## config.mk

```make
export PLATFORM = sky130hd
export DESIGN_NAME = calendar_date_arithmetic_unit
export DESIGN_NICKNAME = d
export VERILOG_FILES = /design/src/hdl/cda_pkg.sv /design/src/hdl/cda_ctrl.sv /design/src/hdl/cda_dp.sv /design/src/hdl/calendar_date_arithmetic_unit.sv
export SDC_FILE = /design/constraint.sdc
export NUM_CORES = 1
export LEC_CHECK = 0
export BUFFER_PORTS_ARGS = -buffer_cell sky130_fd_sc_hd__buf_2
export CAP_MARGIN = 20
export CORE_MARGIN = 2
export CORE_UTILIZATION = 45
export DETAILED_ROUTE_END_ITERATION = 6
export PLACE_DENSITY = 0.63
export SYNTH_ARGS = -nofsm -noshare
export SYNTH_HDL_FRONTEND = slang
export SYNTH_SLANG_ARGS = --single-unit
```

## constraint.sdc

```tcl
create_clock -name i_clk -period 8 [get_ports i_clk]
set_clock_uncertainty 0.15 [all_clocks]
set_input_delay 0.4 -clock i_clk [delete_from_list [all_inputs] [get_ports i_clk]]
set_output_delay 0.4 -clock i_clk [all_outputs]
set_load 0.005 [all_outputs]
```

## src/hdl/cda_pkg.sv

```systemverilog
package cda_pkg;

    // serial day accumulator, wide enough for any year, offset and difference
    localparam int SW = 27;
    // year counter of the date walk, holds MAX_YEAR
    localparam int YW = 16;
    // remaining-year counter of the serial walk, holds year + 399
    localparam int RW = 15;
    // width of the day difference result
    localparam int DW = 23;

    typedef logic signed [SW-1:0] t_serial;

    localparam t_serial DAYS_400Y = t_serial'(146097);
    localparam t_serial DAYS_100Y = t_serial'(36524);
    localparam t_serial DAYS_4Y   = t_serial'(1461);
    localparam t_serial DAYS_1Y   = t_serial'(365);
    localparam t_serial DIFF_MAX  = t_serial'(4194303);
    localparam t_serial DIFF_MIN  = -t_serial'(4194304);

    localparam logic [1:0] MODE_ADD  = 2'd0;
    localparam logic [1:0] MODE_SUB  = 2'd1;
    localparam logic [1:0] MODE_DIFF = 2'd2;
    localparam logic [1:0] MODE_NONE = 2'd3;

    typedef enum logic [4:0] {
        OP_NONE,
        OP_LOAD,
        OP_SER_INIT,
        OP_Y400,
        OP_Y100,
        OP_Y4,
        OP_Y1,
        OP_MADD,
        OP_DAY,
        OP_DAY_SAVE,
        OP_ADD_OFS,
        OP_SUB_OFS,
        OP_CLAMP,
        OP_D400,
        OP_D100,
        OP_D4,
        OP_D1,
        OP_DMON,
        OP_DIFF,
        OP_RES_DATE,
        OP_RES_DIFF,
        OP_RES_ZERO
    } t_op;

    typedef struct packed {
        t_op  op;
        logic sel_other;
    } t_cmd;

    typedef struct packed {
        logic y400;
        logic y100;
        logic y4;
        logic y1;
        logic mon_more;
        logic d400;
        logic d100;
        logic d4;
        logic d1;
        logic dmon_more;
    } t_status;

    function automatic logic [4:0] f_month_len(input logic [3:0] m, input logic leap);
        logic [4:0] len;
        case (m)
            4'd2: begin
                len = 5'd28 + {4'd0, leap};
            end
            4'd4, 4'd6, 4'd9, 4'd11: begin
                len = 5'd30;
            end
            default: begin
                len = 5'd31;
            end
        endcase
        return len;
    endfunction

endpackage

```

## src/hdl/cda_ctrl.sv

```systemverilog
module cda_ctrl
    import cda_pkg::*;
(
    input  logic       i_clk,
    input  logic       i_rst_n,
    input  logic       i_in_valid,
    input  logic [1:0] i_mode,
    input  logic       i_out_stall,
    input  t_status    i_status,
    output logic       o_in_stall,
    output logic       o_out_valid,
    output t_cmd       o_cmd
);

    typedef enum logic [4:0] {
        S_IDLE,
        S_INIT,
        S_Y400,
        S_Y100,
        S_Y4,
        S_Y1,
        S_MON,
        S_DAY,
        S_OFS,
        S_CLAMP,
        S_D400,
        S_D100,
        S_D4,
        S_D1,
        S_DMON,
        S_DIFF,
        S_DONE
    } t_state;

    t_state     r_state, n_state;
    logic       r_pass, n_pass;
    logic [1:0] r_mode, n_mode;
    logic       r_out_valid, n_out_valid;

    always_comb begin
        n_state       = r_state;
        n_pass        = r_pass;
        n_mode        = r_mode;
        n_out_valid   = r_out_valid && i_out_stall;
        o_cmd.op        = OP_NONE;
        o_cmd.sel_other = (r_mode == MODE_DIFF) && !r_pass;
        case (r_state)
            S_IDLE: begin
                if (i_in_valid) begin
                    o_cmd.op = OP_LOAD;
                    n_mode   = i_mode;
                    n_pass   = 1'b0;
                    n_state  = (i_mode == MODE_NONE) ? S_DONE : S_INIT;
                end
            end
            S_INIT: begin
                o_cmd.op = OP_SER_INIT;
                n_state  = S_Y400;
            end
            S_Y400: begin
                if (i_status.y400) o_cmd.op = OP_Y400;
                else n_state = S_Y100;
            end
            S_Y100: begin
                if (i_status.y100) o_cmd.op = OP_Y100;
                else n_state = S_Y4;
            end
            S_Y4: begin
                if (i_status.y4) o_cmd.op = OP_Y4;
                else n_state = S_Y1;
            end
            S_Y1: begin
                if (i_status.y1) o_cmd.op = OP_Y1;
                else n_state = S_MON;
            end
            S_MON: begin
                if (i_status.mon_more) o_cmd.op = OP_MADD;
                else n_state = S_DAY;
            end
            S_DAY: begin
                if (r_mode == MODE_DIFF && !r_pass) begin
                    o_cmd.op = OP_DAY_SAVE;
                    n_pass   = 1'b1;
                    n_state  = S_INIT;
                end else if (r_mode == MODE_DIFF) begin
                    o_cmd.op = OP_DAY;
                    n_state  = S_DIFF;
                end else begin
                    o_cmd.op = OP_DAY;
                    n_state  = S_OFS;
                end
            end
            S_OFS: begin
                o_cmd.op = (r_mode == MODE_SUB) ? OP_SUB_OFS : OP_ADD_OFS;
                n_state  = S_CLAMP;
            end
            S_CLAMP: begin
                o_cmd.op = OP_CLAMP;
                n_state  = S_D400;
            end
            S_D400: begin
                if (i_status.d400) o_cmd.op = OP_D400;
                else n_state = S_D100;
            end
            S_D100: begin
                if (i_status.d100) o_cmd.op = OP_D100;
                else n_state = S_D4;
            end
            S_D4: begin
                if (i_status.d4) o_cmd.op = OP_D4;
                else n_state = S_D1;
            end
            S_D1: begin
                if (i_status.d1) o_cmd.op = OP_D1;
                else n_state = S_DMON;
            end
            S_DMON: begin
                if (i_status.dmon_more) o_cmd.op = OP_DMON;
                else n_state = S_DONE;
            end
            S_DIFF: begin
                o_cmd.op = OP_DIFF;
                n_state  = S_DONE;
            end
            S_DONE: begin
                if (!r_out_valid || !i_out_stall) begin
                    if (r_mode == MODE_ADD || r_mode == MODE_SUB) o_cmd.op = OP_RES_DATE;
                    else if (r_mode == MODE_DIFF) o_cmd.op = OP_RES_DIFF;
                    else o_cmd.op = OP_RES_ZERO;
                    n_out_valid = 1'b1;
                    n_state     = S_IDLE;
                end
            end
            default: begin
                n_state = S_IDLE;
            end
        endcase
    end

    always_ff @(posedge i_clk) begin
        if (!i_rst_n) begin
            r_state     <= S_IDLE;
            r_pass      <= 1'b0;
            r_mode      <= MODE_ADD;
            r_out_valid <= 1'b0;
        end else begin
            r_state     <= n_state;
            r_pass      <= n_pass;
            r_mode      <= n_mode;
            r_out_valid <= n_out_valid;
        end
    end

    assign o_in_stall  = (r_state != S_IDLE);
    assign o_out_valid = r_out_valid;

endmodule

```

## src/hdl/cda_dp.sv

```systemverilog
module cda_dp
    import cda_pkg::*;
#(
    parameter int MAX_YEAR    = 9999,
    parameter int OFFSET_BITS = 20
)
(
    input  logic                   i_clk,
    input  t_cmd                   i_cmd,
    input  logic [13:0]            i_year,
    input  logic [3:0]             i_month,
    input  logic [4:0]             i_day,
    input  logic [OFFSET_BITS-1:0] i_day_offset,
    input  logic [13:0]            i_other_year,
    input  logic [3:0]             i_other_month,
    input  logic [4:0]             i_other_day,
    output t_status                o_status,
    output logic [13:0]            o_result_year,
    output logic [3:0]             o_result_month,
    output logic [4:0]             o_result_day,
    output logic signed [DW-1:0]   o_day_difference,
    output logic                   o_out_of_range
);

    // serial number of MAX_YEAR-12-31
    localparam int      LAST_DAY = 365 * MAX_YEAR + MAX_YEAR / 4 - MAX_YEAR / 100
                                   + MAX_YEAR / 400 - 1;
    localparam t_serial LAST_S   = t_serial'(LAST_DAY);

    // captured request
    logic [13:0]            r_year, r_oyear;
    logic [3:0]             r_month, r_omonth;
    logic [4:0]             r_day, r_oday;
    logic [OFFSET_BITS-1:0] r_offset;

    // working registers
    t_serial          r_acc, r_save;
    logic [RW-1:0]    r_rem;
    logic [YW-1:0]    r_yy;
    logic [1:0]       r_b;
    logic [4:0]       r_c;
    logic [1:0]       r_d;
    logic [3:0]       r_mon, r_mlim;
    logic [4:0]       r_dsel;
    logic             r_flag;

    // result register
    logic [13:0]          r_res_year;
    logic [3:0]           r_res_month;
    logic [4:0]           r_res_day;
    logic signed [DW-1:0] r_res_diff;
    logic                 r_res_flag;

    logic [13:0] y_sel;
    logic [3:0]  m_sel, m_clamp;
    logic [4:0]  d_sel;
    logic        leap;
    logic [4:0]  mlen;
    t_serial     day_sum;

    assign y_sel   = i_cmd.sel_other ? r_oyear : r_year;
    assign m_sel   = i_cmd.sel_other ? r_omonth : r_month;
    assign d_sel   = i_cmd.sel_other ? r_oday : r_day;
    assign m_clamp = (m_sel == 4'd0) ? 4'd1 : ((m_sel > 4'd12) ? 4'd12 : m_sel);

    // year position within its 400-year cycle tells leap: last of a
    // 4-year group, unless it closes a century other than the fourth
    assign leap    = (r_d == 2'd3) && ((r_c != 5'd24) || (r_b == 2'd3));
    assign mlen    = f_month_len(r_mon, leap);
    assign day_sum = r_acc + t_serial'(r_dsel) - t_serial'(1);

    always_comb begin
        o_status.y400      = r_rem >= RW'(400);
        o_status.y100      = r_rem >= RW'(100);
        o_status.y4        = r_rem >= RW'(4);
        o_status.y1        = r_rem != '0;
        o_status.mon_more  = r_mon < r_mlim;
        o_status.d400      = r_acc >= DAYS_400Y;
        o_status.d100      = (r_acc >= DAYS_100Y) && (r_b != 2'd3);
        o_status.d4        = r_acc >= DAYS_4Y;
        o_status.d1        = (r_acc >= DAYS_1Y) && (r_d != 2'd3);
        o_status.dmon_more = (r_mon != 4'd12) && (r_acc >= t_serial'(mlen));
    end

    always_ff @(posedge i_clk) begin
        case (i_cmd.op)
            OP_LOAD: begin
                r_year   <= i_year;
                r_month  <= i_month;
                r_day    <= i_day;
                r_offset <= i_day_offset;
                r_oyear  <= i_other_year;
                r_omonth <= i_other_month;
                r_oday   <= i_other_day;
                r_flag   <= 1'b0;
            end
            OP_SER_INIT: begin
                // count from year + 399 so that year zero needs no special case
                r_acc  <= -DAYS_400Y;
                r_rem  <= RW'(y_sel) + RW'(399);
                r_b    <= '0;
                r_c    <= '0;
                r_d    <= '0;
                r_mon  <= 4'd1;
                r_mlim <= m_clamp;
                r_dsel <= d_sel;
            end
            OP_Y400: begin
                r_rem <= r_rem - RW'(400);
                r_acc <= r_acc + DAYS_400Y;
            end
            OP_Y100: begin
                r_rem <= r_rem - RW'(100);
                r_acc <= r_acc + DAYS_100Y;
                r_b   <= r_b + 2'd1;
            end
            OP_Y4: begin
                r_rem <= r_rem - RW'(4);
                r_acc <= r_acc + DAYS_4Y;
                r_c   <= r_c + 5'd1;
            end
            OP_Y1: begin
                r_rem <= r_rem - RW'(1);
                r_acc <= r_acc + DAYS_1Y;
                r_d   <= r_d + 2'd1;
            end
            OP_MADD: begin
                r_acc <= r_acc + t_serial'(mlen);
                r_mon <= r_mon + 4'd1;
            end
            OP_DAY: begin
                r_acc <= day_sum;
            end
            OP_DAY_SAVE: begin
                r_save <= day_sum;
            end
            OP_ADD_OFS: begin
                r_acc <= r_acc + t_serial'(r_offset);
            end
            OP_SUB_OFS: begin
                r_acc <= r_acc - t_serial'(r_offset);
            end
            OP_CLAMP: begin
                if (r_acc[SW-1]) begin
                    r_acc  <= '0;
                    r_flag <= 1'b1;
                end else if (r_acc > LAST_S) begin
                    r_acc  <= LAST_S;
                    r_flag <= 1'b1;
                end
                r_yy  <= YW'(1);
                r_b   <= '0;
                r_c   <= '0;
                r_d   <= '0;
                r_mon <= 4'd1;
            end
            OP_D400: begin
                r_acc <= r_acc - DAYS_400Y;
                r_yy  <= r_yy + YW'(400);
            end
            OP_D100: begin
                r_acc <= r_acc - DAYS_100Y;
                r_yy  <= r_yy + YW'(100);
                r_b   <= r_b + 2'd1;
            end
            OP_D4: begin
                r_acc <= r_acc - DAYS_4Y;
                r_yy  <= r_yy + YW'(4);
                r_c   <= r_c + 5'd1;
            end
            OP_D1: begin
                r_acc <= r_acc - DAYS_1Y;
                r_yy  <= r_yy + YW'(1);
                r_d   <= r_d + 2'd1;
            end
            OP_DMON: begin
                r_acc <= r_acc - t_serial'(mlen);
                r_mon <= r_mon + 4'd1;
            end
            OP_DIFF: begin
                r_acc <= r_acc - r_save;
            end
            OP_RES_DATE: begin
                r_res_year  <= r_yy[13:0];
                r_res_month <= r_mon;
                r_res_day   <= r_acc[4:0] + 5'd1;
                r_res_diff  <= '0;
                r_res_flag  <= r_flag;
            end
            OP_RES_DIFF: begin
                r_res_year  <= '0;
                r_res_month <= '0;
                r_res_day   <= '0;
                if (r_acc > DIFF_MAX) begin
                    r_res_diff <= DIFF_MAX[DW-1:0];
                    r_res_flag <= 1'b1;
                end else if (r_acc < DIFF_MIN) begin
                    r_res_diff <= DIFF_MIN[DW-1:0];
                    r_res_flag <= 1'b1;
                end else begin
                    r_res_diff <= r_acc[DW-1:0];
                    r_res_flag <= 1'b0;
                end
            end
            OP_RES_ZERO: begin
                r_res_year  <= '0;
                r_res_month <= '0;
                r_res_day   <= '0;
                r_res_diff  <= '0;
                r_res_flag  <= 1'b0;
            end
            default: begin
            end
        endcase
    end

    assign o_result_year    = r_res_year;
    assign o_result_month   = r_res_month;
    assign o_result_day     = r_res_day;
    assign o_day_difference = r_res_diff;
    assign o_out_of_range   = r_res_flag;

endmodule

```

## src/hdl/calendar_date_arithmetic_unit.sv

```systemverilog
// Gregorian date arithmetic (proleptic calendar, 0001-01-01 is serial day 0).
// mode 0 adds i_day_offset to the first date, mode 1 subtracts it, mode 2
// returns first date minus second date in days, mode 3 returns all zeros.
// out-of-range results saturate (to 0001-01-01, MAX_YEAR-12-31, or the 23-bit
// difference limits) and raise o_out_of_range. a month of 0 reads as 1 and
// above 12 as 12; an overlong day rolls into the following month. one request
// is in work at a time. the shared accumulator in the datapath walks one step
// per cycle - 400-year blocks, centuries, 4-year groups, years and then
// months, once to turn each date into a serial day and, in modes 0 and 1,
// once more to turn the sum back into a date. a finished result sits in
// the output register, so the next request is taken while it waits; a result
// that finds the previous one still stalled waits for it to be taken.
module calendar_date_arithmetic_unit
    import cda_pkg::*;
#(
    parameter int MAX_YEAR    = 9999,
    parameter int OFFSET_BITS = 20
)
(
    input  logic                   i_clk,
    input  logic                   i_rst_n,

    // request channel
    input  logic                   i_in_valid,
    output logic                   o_in_stall,
    input  logic [1:0]             i_mode,
    input  logic [13:0]            i_year,
    input  logic [3:0]             i_month,
    input  logic [4:0]             i_day,
    input  logic [OFFSET_BITS-1:0] i_day_offset,
    input  logic [13:0]            i_other_year,
    input  logic [3:0]             i_other_month,
    input  logic [4:0]             i_other_day,

    // result channel
    output logic                   o_out_valid,
    input  logic                   i_out_stall,
    output logic [13:0]            o_result_year,
    output logic [3:0]             o_result_month,
    output logic [4:0]             o_result_day,
    output logic signed [DW-1:0]   o_day_difference,
    output logic                   o_out_of_range
);

    t_cmd    cmd;
    t_status status;

    // sequencer: owns the handshakes and steps the walk
    cda_ctrl u_ctrl (
        .i_clk       (i_clk),
        .i_rst_n     (i_rst_n),
        .i_in_valid  (i_in_valid),
        .i_mode      (i_mode),
        .i_out_stall (i_out_stall),
        .i_status    (status),
        .o_in_stall  (o_in_stall),
        .o_out_valid (o_out_valid),
        .o_cmd       (cmd)
    );

    // accumulator, counters and result register
    cda_dp #(
        .MAX_YEAR    (MAX_YEAR),
        .OFFSET_BITS (OFFSET_BITS)
    ) u_dp (
        .i_clk            (i_clk),
        .i_cmd            (cmd),
        .i_year           (i_year),
        .i_month          (i_month),
        .i_day            (i_day),
        .i_day_offset     (i_day_offset),
        .i_other_year     (i_other_year),
        .i_other_month    (i_other_month),
        .i_other_day      (i_other_day),
        .o_status         (status),
        .o_result_year    (o_result_year),
        .o_result_month   (o_result_month),
        .o_result_day     (o_result_day),
        .o_day_difference (o_day_difference),
        .o_out_of_range   (o_out_of_range)
    );

endmodule

```

* After elaboration in Yosys (flattened, before gate mapping) *
Index checks and enable logic that the tools add are counted.

storage, ports and cells
  register bits after elaboration = 230
  bits in latches = 0
  memory bits (writable) = 0
  bits in read-only memories = 0
  input port bits = 72
  output and inout port bits = 49
  word-level logic and storage cells = 244
  memories = 0

operators by class
  add/subtract/negate cells = 30
  multipliers = 0
  div/mod/pow operators = 0
  magnitude comparators = 13
  equality and inequality tests = 65
  shift-type cells = 0
  multiplexer cells = 64
  bitwise operators = 0
  reductions and logical operators = 43

operator list
  operator                                                                               number
  27-bit case mux with 16 select lines                                                   1
  5-bit case mux with 17 select lines                                                    2
  5-bit 2-to-1 mux                                                                       19
  5-bit by 4-bit == test with 1-bit output, second input constant                        16
  16-bit case mux with 5 select lines                                                    1
  15-bit case mux with 5 select lines                                                    1
  27-bit by 6-bit adder with 27-bit output                                               2
  27-bit by 23-bit > comparator with 1-bit output, second input constant                 2
  23-bit 2-to-1 mux                                                                      2
  23-bit case mux with 2 select lines                                                    1
  5-bit by 3-bit == test with 1-bit output, second input constant                        8
  5-bit == test, second input constant                                                   7
  5-bit case mux with 2 select lines                                                     3
  14-bit case mux with 2 select lines                                                    1
  27-bit by 10-bit adder with 27-bit output, second input constant                       1
  27-bit by 12-bit adder with 27-bit output, second input constant                       1
  27-bit by 17-bit adder with 27-bit output, second input constant                       1
  27-bit by 19-bit adder with 27-bit output, second input constant                       1
  27-bit by 21-bit adder with 27-bit output                                              1
  27-bit by 10-bit greater-or-equal comparator with 1-bit output, second input constant  1
  27-bit by 12-bit greater-or-equal comparator with 1-bit output, second input constant  1
  27-bit by 17-bit greater-or-equal comparator with 1-bit output, second input constant  1
  27-bit by 19-bit greater-or-equal comparator with 1-bit output, second input constant  1
  27-bit by 6-bit greater-or-equal comparator with 1-bit output                          1
  66 further kinds                                                                       139

* Longest topological paths before layout *
  depth after elaboration = 12
  mapped depth = 25
  gate-level depth less buffers = 24

* Cells and area by module *
A second synthesis with hierarchy kept.

unflattened totals
  cell total of the unflattened synthesis = 2299
  area total of the unflattened synthesis = 19855.3 um^2

by module, submodules not included
  module    times used  cells each  area each (um^2)  sequential area each (um^2)
  cda_dp    1           2181        18961.9           6576.3
  cda_ctrl  1           118         893.4             180.2

* Worst setup path before layout *
Ideal clock, no wire load.

  path kind = reg2reg
  start point = reg u_ctrl.r_mode[1]
  end point = reg u_dp.r_acc[25] (data pin)
  setup time = 0.273 ns
  arrival = 5.962 ns
  required time = 7.577 ns
  setup slack = 1.615 ns
  stages on the path, launching flop included = 21
  path buffers = 2
  clock period less this slack = 6.385 ns
  cells stage by stage = dfxtp_1 or3b_2 clkbuf_1 nor3_1 nor3_1 nand4_1 nor2b_1 o31a_1 clkbuf_1 a21oi_1 ha_1 nor2b_1 o21a_1 o21ai_0 a211o_1 a31oi_1 a41oi_1 or3_1 o21ai_0 xnor2_1 o221ai_1

between the ends
  cells in the longest elaborated chain, start to end = 7
  elaborated cells between the ends (all ways) = 28
  those cells by class = eq/ne (18); mux (7); reduce/logical (3)

RTL lines
  element                                                      line                              text
  from (decl)                                                  cda_ctrl.sv:37                    logic [1:0] r_mode, n_mode;
  from (signal assigned)                                       cda_ctrl.sv:149                   r_mode <= n_mode;
  2-bit == test, or another cell as far along                  cda_ctrl.sv:81, cda_ctrl.sv:128
  1-bit 2-to-1 mux / 1-bit logical OR (equally long branches)  cda_ctrl.sv:128, cda_ctrl.sv:127
  5-bit 2-to-1 mux                                             cda_ctrl.sv:127                   if (r_mode == MODE_ADD || r_mode == MODE_SUB) o_cmd.op = OP_RES_DATE;
  5-bit 2-to-1 mux                                             cda_ctrl.sv:126                   if (!r_out_valid || !i_out_stall) begin
  5-bit case mux with 17 select lines *                        cda_ctrl.sv:47                    case (r_state)
  5-bit == test, or another cell as far along                  cda_dp.sv:86                      case (i_cmd.op)
  27-bit case mux with 16 select lines *                       cda_dp.sv:86
  to (signal assigned)                                         cda_dp.sv:99                      r_acc <= -DAYS_400Y;
  to (signal assigned)                                         cda_dp.sv:110                     r_acc <= r_acc + DAYS_400Y;
  to (signal assigned)                                         cda_dp.sv:114                     r_acc <= r_acc + DAYS_100Y;
  to (decl)                                                    cda_dp.sv:37                      t_serial r_acc, r_save;

Mark *: on every way between the ends. The rest lies on a longest branch, timed or not.
A chain may end at the register's enable or synchronous reset.

* Worst setup path in the final report *
  start point = reg u_dp.r_acc[8]
  end point = reg u_dp.r_acc[22] (data pin)

between the ends
  cells in the longest elaborated chain, start to end = 6
  elaborated cells between the ends (all ways) = 46
  those cells by class = add/sub (15); order compare (5); eq/ne (16); mux (7); reduce/logical (3)

RTL lines
  element                                                                                           line
  parallel branches: the longest is 5 deep, another holds 27-bit by 6-bit adder with 27-bit output  --
  27-bit case mux with 16 select lines *                                                            cda_dp.sv:86

Every way passes the cells marked *.

==> summary by stage <==
Routing
The residual DRC count is 1. In this run, the number of DRC markers left after iteration 0 of detailed routing was 2345. The detailed router used layers up to and including met5. The detailed-router iteration count before antenna repair is 7. The met1 layer wirelength in the final routing is around 31 mm.

The detailed-route vias per instance is 6.49. The average wire length per cell after detail routing is approximately 25 microns. The remaining antenna violation count is 0.

The routed design has 71.5 mm of wire. The routed via count is between 15000 and 20000. Summed over all nets, wire length on met2 after detailed routing comes to 30.4 mm. Summed over all nets, wire length on met3 after detailed routing comes to 7.70 mm.

STA
The final max-slew violation count is 0. The final worst-path cycle share is 91.0%. Setup violations remaining at the end of the flow were counted as 0. Setup repair after global routing left no endpoint under its margin. The fmax is 137 MHz. The number of hold-slack violations in the final timing report is 0. The clock period minus final worst setup slack is 7.28 ns. In the final timing run, aggregate negative setup slack is 0 ns. Measured against its own limit, the worst slew margin works out to 22.3%.

The measured slew at the worst slew-check pin is around 1.2 ns.

Die
From left edge to right edge, the die measures 209 microns. The top-level port count is 121. Row generation in the floorplan step produced 75 rows. The die is between 200 and 250 microns tall. The die area is around 0.044 sq mm. The core region area is 0.0417 sq mm. The starting utilization of the core area is 45.3%.

Placement
The cell area after placement is between 0.02 and 0.025 sq mm. At the end of routability-driven placement, the weighted congestion stood at 1.00. The placed wire-length estimate after detailed placement is 52.9 mm. The number of placed instances with taps included is 2747. Input and output buffers added on the ports amount to 120.

Power and ir drop
The power per cell area is 380 mW/mm^2. Summed over all cells, the static leakage comes to 0.00842 uW. The total power is 8250 uW.

The maximum vdd ir drop is 216 uV.

Global routing
The global routing usage summed across all routing layers is 32.1%. The total global routing overflow is 0. Entering global routing, the biggest net connects 67 pins. The initial antenna violation count is 1. The via count of the first global-routing pass came to between 15000 and 20000.

The first global-routing pass estimated around 110 mm of wire.

Clock network
The clock latency at the later pin of the worst-skew pair is 0.60 ns. After clock tree synthesis, the setup repair step added 0 buffers. The buffer levels on the longest clock path is 3.

Post-CTS repair changed the size of 0 cells. The clock-pin slew reported for the worst setup and hold paths after clock tree synthesis is about 0.06 ns. Counting every sink on the clock net gives 228. TritonCTS built the clock tree. In this run the number of H-tree levels came out at 1.

The TritonCTS buffer count is 26. The CTS root buffer is sky130_fd_sc_hd__clkbuf_16. After clock tree synthesis, the flow added hold-fix buffers numbering 69.

Hold path
The startpoint of the most critical hold path is i_out_stall. The type of the worst min-delay path is input pin to register.

Logic synthesis
The async set or reset register ratio after synthesis is 0%. Averaged over all synthesized cells, the footprint is 8.82 sq um. Ranked by total cell area, the synthesized netlist is headed by sky130_fd_sc_hd__edfxtp_1 35%, sky130_fd_sc_hd__ha_1 10%, sky130_fd_sc_hd__a21oi_1 5.1%. Yosys mapped a number of flops with a built-in enable equal to 219. The cell area that synthesis handed to floorplanning was 0.0189 sq mm. The number of nets handed over by synthesis was 2369. The cell type contributing the most total cell area after synthesis is sky130_fd_sc_hd__edfxtp_1.

The flip-flop cell with the highest count after synthesis is sky130_fd_sc_hd__edfxtp_1. The cell count after synthesis is ~2100. The synthesized design contains 228 register bits.

Counting distinct cell types in the post-synthesis netlist gives 100. The top cell type's share of synthesized area is 34.8%. The register area share after synthesis is 35.8%. The Yosys warning count is 0.

The commonest cells after synthesis are 237 x sky130_fd_sc_hd__nand2_1, 219 x sky130_fd_sc_hd__edfxtp_1, 193 x sky130_fd_sc_hd__a21oi_1. In the post-synthesis netlist, the cell with the most instances is sky130_fd_sc_hd__nand2_1.

Worst setup path
The worst register-to-register path ends at u_dp.r_acc[22]. Of all nets on the critical path, the largest fanout is 11. The largest single stage delay on the critical path is 0.88 ns.

The largest individual stage delay along the critical path comes from the cell sky130_fd_sc_hd__o21ai_1. In this run the critical register-to-register path is launched from u_dp.r_acc[8]. The number of cells on the worst reg-to-reg path is 21. The type of origin of the critical path is a register. The most critical setup path has its startpoint at u_dp.r_acc[8]. The critical path depth is 21.

The number of buffers and inverters on the critical path is 1. At the worst endpoint, the arrival time is 7.45 ns. The kind of cell with the highest combined delay along the critical path is compound AO/OA/AOI/OAI gates. The last element of the critical path is u_dp.r_acc[22]. The critical path goes through inv_1 -> ha_1 -> a21o_1 -> a31oi_1 -> o2111ai_1 -> a21bo_2 -> o221ai_2 -> nand2_1 -> o21ai_1 -> nor2_1 -> o21a_1 -> a2111oi_1 -> ha_1 -> a21oi_1 -> o211a_1 -> o21ai_0 -> o41ai_1 -> a21oi_1 -> xor2_1 -> a221oi_2 -> o211ai_1. STA puts the critical path data required time at 8.17 ns. The critical path in this run is classified as register to register. The worst setup path is captured at a register. For flop-to-flop paths, the worst setup slack is between 0.7 and 0.8 ns.

Final layout
The repair_antennas step left the layout with diodes totalling 0. The finished layout holds 2864 standard cells, fillers aside. The final layout contains approximately 2500 nets. The share of post-route cells with drive strength above 1 is 11.0%. Compared with the post-synthesis result, the final layout area differs by 14.9%. The core utilization of the finished layout is 52.1%. The final design area excluding fillers is ~0.022 sq mm. The layout filler cell count is 3891.

Status
The run finished, with violations left. The final reports fail on DRC.

Job
Max-cap violations in this run came to 0.
sequential cells by signal, summed over array words and instances, names as in the netlist, 15 cells and up:
register	flops
u_dp.r_rem	15
u_dp.r_save	27
u_dp.r_offset	20
u_dp.o_day_difference	23
u_dp.r_acc	27
logic make-up (layout without fill, tap and decap cells):
family	after synthesis	count (layout)	synth area share [%]
flip-flops	228	228	35.8
adder cells (fa/ha/maj)	154	154	10.3
buffers and inverters	211	393	4.41
multiplexers	21	21	1.18
XOR/XNOR	96	96	4.45
AO/OA/AOI/OAI	697	697	24.9
AND/OR/NAND/NOR	736	736	19.0
cell usage in the layout, fill, tap and decap left out, drive strengths merged, types with 8 or more instances in the layout:
cell type      n
xor2          32
clkinv        14
nor3          55
o221ai        25
and3          18
a211o         12
inv          105
nand4         33
o22ai         31
a221oi        24
o31ai         12
a211oi        22
nand3         67
nor2         157
o211ai        32
mux2i         20
and2          33
a22oi         23
a221o         18
a31oi         34
dlygate4sd3   69
or3           14
o21ai        128
clkbuf        31
nor2b         33
ha           151
edfxtp       219
o2111ai       12
o21bai        11
nor4          21
buf          170
a21o          33
nand2b        27
dfxtp          9
or4            8
a21oi        193
o21a          18
nand2        237
xnor2         64
layout make-up:
cell class,instances,area [sq um],share of cell area [%]
Sequential cell,228,6760,31.1
Tap cell,539,674,3.11
Inverter,106,398,1.83
Clock inverter,17,158,0.726
Multi-Input combinational cell,1704,11400,52.4
Timing Repair Buffer,239,1670,7.71
Clock buffer,31,669,3.08
layer usage:
layer	global-route usage, %	up-vias
li1	-	8425
met1	45.5	8963
met2	48.3	1059
met3	6.54	142
met4	12.2	2
met5	0	-
power by group:
group / total [uW] / internal, uW / switching (uW)
sequential: 2230 / 1860 / 366
clock: 1190 / 664 / 528
combinational: 4830 / 1630 / 3200
how the worst min path moves through the flow:
stage                     depth (start not counted)                 end  slack (ns)
after floorplan                                   2      u_dp.r_dsel[0]        0.33
after global placement                            2      u_dp.r_dsel[0]        0.34
after detailed placement                          2      u_dp.r_dsel[4]        0.35
after CTS                                         3  u_ctrl.o_out_valid        0.06
after global routing                              3  u_ctrl.o_out_valid        0.10
final                                             3  u_ctrl.o_out_valid        0.09
stage by stage:
stage	hold WS, ns	setup slack [ns]
final	0.0885	0.723
after global routing	0.103	0.484
after CTS	0.0645	0.986
after detailed placement	0.347	1.02
after global placement	0.340	1.10
after floorplan	0.334	1.61
tightest hold or removal path, delay by kind of cell:
| family | cells | cell delay, ns |
|---|---|---|
| and+or+nand+nor | 1 | 0.14 |
| AOI/OAI and AO/OA | 1 | 0.10 |
| buffers and inverters | 1 | 0.12 |
No activity file was read; power rests on OpenSTA's default activity.
